--- src/rtl/dpp_pkg.sv ---
// Shared constants and widths for the dynamic priority process picker.
// No dependencies; imported by dynamic_priority_process_picker.
package dpp_pkg;

  // Field widths
  localparam int unsigned PID_W   = 31;
  localparam int unsigned PRIO_W  = 7;
  localparam int unsigned TICK_W  = 32;
  localparam int unsigned COUNT_W = 32;
  localparam int unsigned NICE_W  = 4;

  // Division datapath: dividend is 10*sleep, divisor is sleep+run
  localparam int unsigned TOTAL_W = TICK_W + 1;
  localparam int unsigned DIV_W   = TICK_W + 4;
  localparam int unsigned QSTEPS  = NICE_W;

  // Packed word widths
  localparam int unsigned IN_DATA_W  = 144;
  localparam int unsigned OUT_DATA_W = 48;

  // Priority constants
  localparam logic [PRIO_W-1:0] MAX_DYN_PRIO = 7'd100;
  localparam logic [PRIO_W-1:0] PRIO_OFFSET  = 7'd5;
  localparam logic [NICE_W-1:0] NICE_SCALE   = 4'd10;

  // Sequencer states
  localparam logic [1:0] ST_IDLE = 2'd0;
  localparam logic [1:0] ST_DIV  = 2'd1;
  localparam logic [1:0] ST_CMP  = 2'd2;

endpackage

--- src/rtl/dynamic_priority_process_picker.sv ---
// Dynamic priority process picker: niceness, dynamic priority and running pick.
// Depends on dpp_pkg (widths, constants, state codes).

// Takes one process record per input word and returns one result word for it.
// Each record passes through the accept cycle, four steps of a shared
// restoring divider that yields the niceness floor(10*sleep/(sleep+run)) one
// quotient bit per cycle, and a compare cycle that clamps the dynamic priority,
// updates the running pick and loads the output register. in_tready is high
// only while the sequencer is idle; a stalled output holds the compare cycle.
// On the record marked tlast the result carries the chosen pid (0 if no
// record was runnable) and the pick returns to priority 100, pid 0, count all
// ones. Input tuser carries the runnable flag, output tlast carries scan_done.
module dynamic_priority_process_picker
  import dpp_pkg::*;
(
  input  logic                  clk,
  input  logic                  rst_n,
  // input record channel
  input  logic                  in_tvalid,
  output logic                  in_tready,
  // proc_id[30:0], static_priority[37:31], sleep_ticks[69:38],
  // run_ticks[101:70], times_scheduled[133:102], prior_niceness[137:134], zeros
  input  logic [IN_DATA_W-1:0]  in_tdata,
  input  logic                  in_tuser,   // runnable
  input  logic                  in_tlast,   // last_entry
  // result channel
  output logic                  out_tvalid,
  input  logic                  out_tready,
  // entry_niceness[3:0], entry_priority[10:4], chosen_pid[41:11], zeros
  output logic [OUT_DATA_W-1:0] out_tdata,
  output logic                  out_tlast   // scan_done
);

  // Input field extraction
  logic [PID_W-1:0]   in_pid;
  logic [PRIO_W-1:0]  in_sprio;
  logic [TICK_W-1:0]  in_sleep;
  logic [TICK_W-1:0]  in_run;
  logic [COUNT_W-1:0] in_count;
  logic [NICE_W-1:0]  in_prior;
  logic [TOTAL_W-1:0] in_total;

  assign in_pid   = in_tdata[30:0];
  assign in_sprio = in_tdata[37:31];
  assign in_sleep = in_tdata[69:38];
  assign in_run   = in_tdata[101:70];
  assign in_count = in_tdata[133:102];
  assign in_prior = in_tdata[137:134];
  assign in_total = {1'b0, in_sleep} + {1'b0, in_run};

  // Sequencer and record registers
  logic [1:0]         state_r, state_nxt;
  logic [1:0]         step_r, step_nxt;
  logic               runnable_r;
  logic               last_r;
  logic               tzero_r;
  logic [PID_W-1:0]   pid_r;
  logic [PRIO_W-1:0]  sprio_r;
  logic [COUNT_W-1:0] count_r;
  logic [NICE_W-1:0]  prior_r;

  // Divider registers
  logic [DIV_W-1:0]   rem_r, rem_nxt;
  logic [DIV_W-1:0]   dvs_r, dvs_nxt;
  logic [NICE_W-1:0]  quo_r, quo_nxt;

  // Pick registers
  logic [PRIO_W-1:0]  best_prio_r, best_prio_nxt;
  logic [PID_W-1:0]   best_pid_r, best_pid_nxt;
  logic [COUNT_W-1:0] best_cnt_r, best_cnt_nxt;

  // Output register
  logic                  out_valid_r, out_valid_nxt;
  logic [OUT_DATA_W-1:0] out_data_r, out_data_nxt;
  logic                  out_last_r, out_last_nxt;

  logic accept;
  logic out_free;

  assign in_tready  = (state_r == ST_IDLE);
  assign accept     = in_tvalid && in_tready;
  assign out_free   = !out_valid_r || out_tready;
  assign out_tvalid = out_valid_r;
  assign out_tdata  = out_data_r;
  assign out_tlast  = out_last_r;

  // Shared subtractor: trial subtract of the shifted divisor
  logic [DIV_W:0] trial;
  assign trial = {1'b0, rem_r} - {1'b0, dvs_r};

  // Compare-cycle logic: niceness select, clamp, pick update
  logic [NICE_W-1:0]  nice_sel;
  logic [PRIO_W:0]    biased;
  logic [PRIO_W+1:0]  diff;
  logic [PRIO_W-1:0]  dyn;
  logic               take_all;
  logic               take_tie;
  logic [PID_W-1:0]   pid_upd;

  always_comb begin
    nice_sel = (!runnable_r || tzero_r) ? prior_r : quo_r;
    biased   = {1'b0, sprio_r} + {1'b0, PRIO_OFFSET};
    diff     = {1'b0, biased} - {{(PRIO_W + 2 - NICE_W){1'b0}}, nice_sel};
    if (!runnable_r || diff[PRIO_W+1]) begin
      dyn = '0;
    end else if (diff[PRIO_W:0] > {1'b0, MAX_DYN_PRIO}) begin
      dyn = MAX_DYN_PRIO;
    end else begin
      dyn = diff[PRIO_W-1:0];
    end
    take_all = runnable_r && (dyn < best_prio_r);
    take_tie = runnable_r && (dyn == best_prio_r) && (count_r < best_cnt_r);
    pid_upd  = (take_all || take_tie) ? pid_r : best_pid_r;
  end

  // Next-state logic
  always_comb begin
    state_nxt     = state_r;
    step_nxt      = step_r;
    rem_nxt       = rem_r;
    dvs_nxt       = dvs_r;
    quo_nxt       = quo_r;
    best_prio_nxt = best_prio_r;
    best_pid_nxt  = best_pid_r;
    best_cnt_nxt  = best_cnt_r;
    out_valid_nxt = out_valid_r && !out_tready;
    out_data_nxt  = out_data_r;
    out_last_nxt  = out_last_r;

    unique case (state_r)
      ST_IDLE: begin
        if (accept) begin
          // dividend 10*sleep = 8*sleep + 2*sleep, divisor starts at total*8
          rem_nxt   = {1'b0, in_sleep, 3'b000} + {3'b000, in_sleep, 1'b0};
          dvs_nxt   = {in_total, 3'b000};
          quo_nxt   = '0;
          step_nxt  = '0;
          state_nxt = ST_DIV;
        end
      end
      ST_DIV: begin
        // one quotient bit per cycle, MSB first
        if (!trial[DIV_W]) begin
          rem_nxt = trial[DIV_W-1:0];
        end
        quo_nxt  = {quo_r[NICE_W-2:0], !trial[DIV_W]};
        dvs_nxt  = {1'b0, dvs_r[DIV_W-1:1]};
        step_nxt = step_r + 2'd1;
        if (step_r == 2'(QSTEPS - 1)) begin
          state_nxt = ST_CMP;
        end
      end
      ST_CMP: begin
        if (out_free) begin
          out_valid_nxt = 1'b1;
          out_last_nxt  = last_r;
          out_data_nxt  = {{(OUT_DATA_W - PID_W - PRIO_W - NICE_W){1'b0}},
                           (last_r ? pid_upd : {PID_W{1'b0}}), dyn, nice_sel};
          if (last_r) begin
            best_prio_nxt = MAX_DYN_PRIO;
            best_pid_nxt  = '0;
            best_cnt_nxt  = '1;
          end else if (take_all) begin
            best_prio_nxt = dyn;
            best_pid_nxt  = pid_r;
            best_cnt_nxt  = count_r;
          end else if (take_tie) begin
            best_pid_nxt  = pid_r;
            best_cnt_nxt  = count_r;
          end
          state_nxt = ST_IDLE;
        end
      end
      default: begin
        state_nxt = ST_IDLE;
      end
    endcase
  end

  // Control registers
  always_ff @(posedge clk) begin
    if (!rst_n) begin
      state_r     <= ST_IDLE;
      step_r      <= '0;
      out_valid_r <= 1'b0;
      best_prio_r <= MAX_DYN_PRIO;
      best_pid_r  <= '0;
      best_cnt_r  <= '1;
    end else begin
      state_r     <= state_nxt;
      step_r      <= step_nxt;
      out_valid_r <= out_valid_nxt;
      best_prio_r <= best_prio_nxt;
      best_pid_r  <= best_pid_nxt;
      best_cnt_r  <= best_cnt_nxt;
    end
  end

  // Payload registers
  always_ff @(posedge clk) begin
    rem_r      <= rem_nxt;
    dvs_r      <= dvs_nxt;
    quo_r      <= quo_nxt;
    out_data_r <= out_data_nxt;
    out_last_r <= out_last_nxt;
    if (accept) begin
      runnable_r <= in_tuser;
      last_r     <= in_tlast;
      tzero_r    <= (in_total == '0);
      pid_r      <= in_pid;
      sprio_r    <= in_sprio;
      count_r    <= in_count;
      prior_r    <= in_prior;
    end
  end

  // Checks
  a_prio_range: assert property (@(posedge clk) disable iff (!rst_n)
    best_prio_r <= MAX_DYN_PRIO)
    else $error("held priority above maximum");

  a_quo_range: assert property (@(posedge clk) disable iff (!rst_n)
    (state_r == ST_CMP && runnable_r && !tzero_r) |-> (quo_r <= NICE_SCALE))
    else $error("niceness quotient out of range");

  a_pid_only_last: assert property (@(posedge clk) disable iff (!rst_n)
    (out_valid_r && !out_last_r) |-> (out_data_r[41:11] == '0))
    else $error("chosen pid on a word that does not end a scan");

  a_busy_after_accept: assert property (@(posedge clk) disable iff (!rst_n)
    accept |=> !in_tready)
    else $error("ready right after accepting a record");

endmodule
--- config.mk ---
export PLATFORM = sky130hd
export DESIGN_NAME = dynamic_priority_process_picker
export DESIGN_NICKNAME = d
export VERILOG_FILES = /design/src/rtl/dpp_pkg.sv /design/src/rtl/dynamic_priority_process_picker.sv
export SDC_FILE = /design/constraint.sdc
export NUM_CORES = 1
export LEC_CHECK = 0
export BUFFER_PORTS_ARGS = -buffer_cell sky130_fd_sc_hd__buf_2
export CAP_MARGIN = 20
export CORE_UTILIZATION = 55
export DETAILED_ROUTE_END_ITERATION = 12
export MAX_ROUTING_LAYER = met4
export PLACE_DENSITY = 0.76
export RECOVER_POWER = 50
export SYNTH_ARGS = -nofsm -noshare
export SYNTH_HDL_FRONTEND = slang
export SYNTH_SLANG_ARGS = --single-unit
--- constraint.sdc ---
create_clock -name clk -period 8.4 [get_ports clk]
set_input_delay 0.42 -clock clk [delete_from_list [all_inputs] [get_ports clk]]
set_output_delay 0.42 -clock clk [all_outputs]
set_load 0.05 [all_outputs]
==> impl_metrics.py, run 1 <==
metrics = {
    "outcome": {
        "outcome": "finished with violations",
        "failed_checks": "capacitance limit, slew limit",
    },
    "floorplan": {
        "dieWidth_um": 173,
        "io_pins": 201,
        "core_sq_um": 28800,
        "initial_core_util": 0.561,
        "fp.dieH_um": 173,
        "dieArea_sq_um": 30000,
        "num_rows": 62,
    },
    "timing": {
        "setup_tns_ns": 0,
        "finalCriticalPeriod_ns": 6.48,
        "rsz0062_at_grt": "false",
        "timing.final.crit_share": 0.772,
        "setup_ws_ns": 1.92,
        "fmax_mhz": 154,
        "setup_viol_count_final": 0,
        "final_hold_viol_count": 0,
        "relSlewSlack": -1.25,
        "tightest_slew_ns": 3.37,
        "skew_ns": 0.0145,
        "final_max_slew_viol_count": 347,
    },
    "layout": {
        "n_antenna_cell": 0,
        "design_area_sq_um": 18300,
        "syn2layout_area_growth_pct": 13.6,
        "final_nets": 2069,
        "drive_gt1_frac": 0.123,
        "finalNonFillerCells": 2173,
        "n_fill_cell": 2380,
        "multiInputGateArea_sq_um": 8080,
        "register_area_sq_um": 7390,
        "fin_util": 0.638,
    },
    "detailed_routing": {
        "drt_iter0_drc": 878,
        "drt-total-wl_mm": 35.7,
        "viasPerCell": 5.79,
        "drc": 0,
        "num_vias": 12600,
        "ant_nets": 0,
        "wire_per_inst_um": 16.4,
        "drt_first_pass_iters": 5,
    },
    "yosys": {
        "ys_warn_count": 0,
        "yosys.area.top_type": "edfxtp_1",
        "synth_area_sq_um": 16100,
        "synth_top_cell_area_share": 0.365,
        "synthCells": 1593,
        "ys_ff_latch": 271,
        "synth.yosys.seq_area_share": 0.458,
        "ys_types": 80,
        "synth_edf_count": 196,
        "yosys-top-cells-count": "edfxtp_1, ha_1, o21ai_0, nand2_1, inv_1",
        "synth.area.top_cells": "edfxtp_1, ha_1, dfxtp_1, o21ai_0, a21oi_1",
        "avgSynthCellArea_sq_um": 10.1,
        "async_reset_ff_frac": 0,
        "synthMostInstantiatedCell": "edfxtp_1",
        "ys.flop_type": "edfxtp_1",
    },
    "global_route": {
        "grt.busiest_layer": "met2",
        "grt_first_pass_wirelength_mm": 58.5,
        "grt_usage": 0.241,
        "grt_pass1_vias": 12300,
        "grt_overflow": 0,
        "grtUsageMet2": 0.401,
        "met3_usage": 0.0189,
        "antenna_found_initial": 0,
        "grt_max_degree": 82,
        "met1_usage": 0.315,
    },
    "cts": {
        "post-cts-setup-buffer-count": 0,
        "clock-sinks": 271,
        "cts-root-buf": "clkbuf_16",
        "ctsResizeCount": 0,
        "cts_tree": "built",
        "path_clk_slew_ns": 0.06,
        "clock_latency_ns": 0.54,
        "clockBufferDepth": 3,
        "cts_buffers": 28,
        "htreeDepth": 1,
        "cts_hold_buf": 0,
    },
    "power_and_ir_drop": {
        "p_leak_uw": 0.00785,
        "power_density_nw_per_um2": 225,
        "ir_drop_uv": 110,
    },
    "worst_setup_path": {
        "cp-end-kind": "flip-flop",
        "path_class": "reg2reg",
        "worst_ep_arrival_time_ns": 6.87,
        "crit_end": "best_cnt_r[14]",
        "rr_worst_depth": 21,
        "timing.rr.start": "runnable_r",
        "cp.required_ns": 8.78,
        "crit_fanout": 63,
        "start_kind": "flip-flop",
        "critPathLaunch": "runnable_r",
        "reg2reg_setup_slack_ns": 1.92,
        "r2r_end": "best_cnt_r[14]",
    },
    "place": {
        "post-place-cells": 2121,
        "place_area_sq_um": 17400,
        "port_buffers": 188,
        "pre_cts_slack_ns": 2.01,
        "place.gp.congestion": 0.908,
        "dp.final_hpwl_mm": 25.6,
    },
    "min_path": {
        "hp-class": "in2reg",
        "min-delay-start": "in_tdata[6]",
    },
    "job": {
        "drv_cap": 7,
    },
}
[area by class of cell]
type / count / area share
multi-input combinational: 1151 / 0.440
clock buffer: 38 / 0.0436
clock inverter: 14 / 0.0123
inverter: 118 / 0.0242
tap: 384 / 0.0262
sequential: 271 / 0.403
timing repair buffer: 197 / 0.0507
[how the worst min path moves through the flow]
stage,to,slack (ns),depth (start not counted)
6_report,pid_r[6],0.05,1
4_1_cts,pid_r[6],0.03,1
3_5_place_dp,best_cnt_r[10],0.45,2
5_1_grt,pid_r[15],0.04,1
2_1_floorplan,out_tlast,0.42,0
3_3_place_gp,best_cnt_r[3],0.44,2
[per-stage QoR]
stage	total power, uW	hold slack, ns
after CTS	4140	0.0340
after detailed placement	2770	0.454
final	4130	0.0519
after floorplan	2510	0.424
after global placement	2740	0.444
after global routing	4340	0.0420
[state kept, by name, indices dropped and copies added (netlist names)]
| signal | count |
|---|---|
| best_pid_r | 31 |
| pid_r | 31 |
| quo_r | 4 |
| best_cnt_r | 32 |
| out_tdata | 42 |
| tzero_r | 1 |
| dvs_r | 36 |
| runnable_r | 1 |
| prior_r | 4 |
| out_tlast | 1 |
| sprio_r | 7 |
| state_r | 2 |
| step_r | 2 |
| rem_r | 36 |
| count_r | 32 |
| best_prio_r | 7 |
| out_tvalid | 1 |
| last_r | 1 |
[worst max-delay path: stages (launching register included)]
cell and delay (ns):
edfxtp_1 0.47, nor2b_1 0.39, mux2_1 0.39, ha_1 0.28, inv_1 0.04, ha_1 0.21, fa_1 0.43, a211oi_1 0.34
o21ai_0 0.19, and3_1 0.27, nor4_1 0.58, ha_1 0.20, and3_1 0.20, nand2_1 0.10, nor4bb_1 0.28, nand2_1 0.10
a21oi_2 0.12, o21ai_2 0.12, nand2_2 0.12, buf_4 0.46, nand3_2 0.66, a2bb2oi_1 0.38
[cell families (layout without fill, tap and decap cells)]
kind of cell	Yosys count	count (layout)	synth area share
and+or+nand+nor	415	415	0.125
other	1	6	0.000232
DFF	271	271	0.458
xor gates and xnor gates	79	79	0.0429
AOI/OAI and AO/OA	492	492	0.205
buffers and inverters	176	367	0.0453
muxes	7	7	0.00457
adders and majority gates	152	152	0.120
[where the power goes]
group	total (uW)	internal, uW	switching [uW]
Combinational	1150	469	677
Clock	1360	851	512
Sequential	1620	1580	41.1
Total	4130	2900	1230
[per-layer routing]
layer  vias up  share of wire
li1       6241              -
met1      5909           0.46
met2       371           0.47
met3        58          0.053
met4         0          0.022
met5         -              0
[placed cells by master, fill, tap and decap left out, types with 58 or more instances in the layout]
cell / Yosys / routed
edfxtp_1: 196 / 196
ha_1: 148 / 148
buf_2: 14 / 141
o21ai_0: 132 / 132
nand2_1: 129 / 129
inv_1: 118 / 116
a21oi_1: 102 / 101
nor2_1: 88 / 88
dfxtp_1: 75 / 75
nand3_1: 62 / 62
clkbuf_1: 26 / 58
Power figures use the tool's default switching activity.
==> run 2, diff against run 1 <==
- clock period: 8.4 -> 6.75 ns (I/O delays scaled with it)
==> run 2 against run 1 <==
The flow still finishes with violations (capacitance limit, slew limit). Die area unchanged. Clock-buffer cell count did not move. Global-route usage increased by 0.96 points.
==> impl_metrics.py, run 2 (synthesis gave the netlist of run 1 again) <==
metrics = {
    "cts": {
        "cts_tree": "built",
        "cts_hold_buf": 76,
        "cts_buffers": 29,
        "htreeDepth": 1,
        "clock-sinks": 271,
        "clockBufferDepth": 3,
        "path_clk_slew_ns": 0.06,
        "cts-root-buf": "clkbuf_16",
        "clock_latency_ns": 0.55,
        "post-cts-setup-buffer-count": 0,
        "ctsResizeCount": 0,
    },
    "timing": {
        "rsz0062_at_grt": "false",
        "finalCriticalPeriod_ns": 6.01,
        "final_hold_viol_count": 0,
        "skew_ns": 0.0266,
        "relSlewSlack": -0.803,
        "timing.final.crit_share": 0.890,
        "setup_viol_count_final": 0,
        "tightest_slew_ns": 2.70,
        "fmax_mhz": 166,
        "setup_tns_ns": 0,
        "final_max_slew_viol_count": 294,
        "setup_ws_ns": 0.740,
    },
    "global_route": {
        "grt_usage": 0.250,
        "antenna_found_initial": 0,
        "grt_first_pass_wirelength_mm": 60.8,
        "grt_overflow": 0,
        "grt_max_degree": 71,
        "grt_pass1_vias": 12500,
    },
    "place": {
        "post-place-cells": 2122,
        "place_area_sq_um": 17400,
        "dp.final_hpwl_mm": 25.4,
        "place.gp.congestion": 0.897,
        "pre_cts_slack_ns": 0.872,
        "port_buffers": 188,
    },
    "floorplan": {
        "dieWidth_um": 173,
        "initial_core_util": 0.561,
        "fp.dieH_um": 173,
        "dieArea_sq_um": 30000,
        "num_rows": 62,
        "core_sq_um": 28800,
        "io_pins": 201,
    },
    "layout": {
        "largest_reg_flops": 42,
        "drive_gt1_frac": 0.117,
        "final_cell_mix": "edfxtp_1, ha_1, buf_2, o21ai_0, nand2_1",
        "syn2layout_area_growth_pct": 18.0,
        "layout_commonest_cell": "edfxtp_1",
        "design_area_sq_um": 19100,
        "finalNonFillerCells": 2253,
        "final_nets": 2147,
    },
    "outcome": {
        "outcome": "finished with violations",
        "failed_checks": "capacitance limit, slew limit",
    },
    "power_and_ir_drop": {
        "intPower_uw": 3520,
        "pwr-share-comb": 0.289,
        "p_leak_uw": 0.00815,
        "p_seq_frac": 0.397,
        "power_density_nw_per_um2": 267,
        "swShare": 0.308,
        "switchingPower_uw": 1560,
        "ir_drop_uv": 160,
        "p_clk_frac": 0.314,
    },
    "detailed_routing": {
        "drt-total-wl_mm": 37.3,
        "num_vias": 12900,
        "drt_first_pass_iters": 5,
        "drc": 0,
        "ant_nets": 0,
        "wire_per_inst_um": 16.5,
        "drt_iter0_drc": 932,
        "viasPerCell": 5.74,
    },
    "job": {
        "drv_cap": 6,
    },
    "worst_setup_path": {
        "cp.required_ns": 7.12,
        "start_kind": "flip-flop",
        "path_class": "reg2reg",
        "crit_fanout": 62,
        "worst_ep_arrival_time_ns": 6.38,
        "reg2reg_setup_slack_ns": 0.74,
        "cp-end-kind": "flip-flop",
    },
    "min_path": {
        "hp-class": "in2reg",
    },
}
==> run 2: cell count changes in the layout (fill, tap and decap cells not counted), moves of 3 or more <==
cell,previous run,this run
dlygate4sd3_1,0,76
buf_2,141,135
clkbuf_1,58,62
bufinv_16,6,3
clkinv_2,4,7
==> run 2: worst paths after layout <==
path / start / to / depth (start not counted)
setup / recovery: runnable_r / out_tdata[28] / 21
setup reg to reg: runnable_r / out_tdata[28] / 21
hold reg to reg: best_cnt_r[22] / best_cnt_r[22] / 2
hold / removal: rst_n / best_prio_r[0] / 3
==> run 2: layout make-up <==
cell class | count | area [sq um]
Tap cell | 384 | 480
Clock inverter | 16 | 171
Multi-Input combinational cell | 1151 | 8070
Timing Repair Buffer | 274 | 1710
Fill cell | 2213 | 9730
Clock buffer | 38 | 790
Inverter | 118 | 444
Antenna cell | 1 | 2.50
Sequential cell | 271 | 7390
==> run 2: metal layers <==
layer,wire (um),track usage,vias to the layer above
li1,-,-,6412
met1,16800,0.327,6093
met2,17800,0.419,363
met3,1880,0.0248,59
met4,810,0.0616,0
met5,0,-,-
==> run 2: metrics by stage <==
| step | util | power [uW] | hold slack (ns) |
|---|---|---|---|
| floorplan | - | 3130 | 0.424 |
| global placement | 0.605 | 3420 | 0.444 |
| detailed placement | 0.605 | 3450 | 0.452 |
| CTS | 0.665 | 5090 | 0.0644 |
| global route | 0.662 | 5350 | 0.0814 |
| finish | 0.662 | 5080 | 0.0801 |
==> run 2: critical path, cell delays in order, from the launching register on <==
cell	delay, ns
edfxtp_1	0.45
nor2b_1	0.40
mux2_1	0.38
ha_1	0.28
inv_1	0.05
ha_1	0.22
fa_1	0.42
a211oi_1	0.35
o21ai_0	0.17
and3_1	0.26
nor4_1	0.68
ha_1	0.21
and3_1	0.20
nand2_1	0.09
nor4bb_1	0.28
nand2_1	0.10
a21oi_2	0.12
o21ai_2	0.11
nand2_2	0.13
buf_4	0.48
nand3_1	0.17
o21ai_0	0.24
==> run 2: power by group through the flow <==
stage / clock network [uW] / logic [uW] / registers, uW
after floorplan: 0 / 1090 / 2040
after global placement: 0 / 1370 / 2040
after detailed placement: 0 / 1410 / 2050
after CTS: 1620 / 1450 / 2010
after global routing: 1680 / 1630 / 2030
final: 1600 / 1470 / 2020
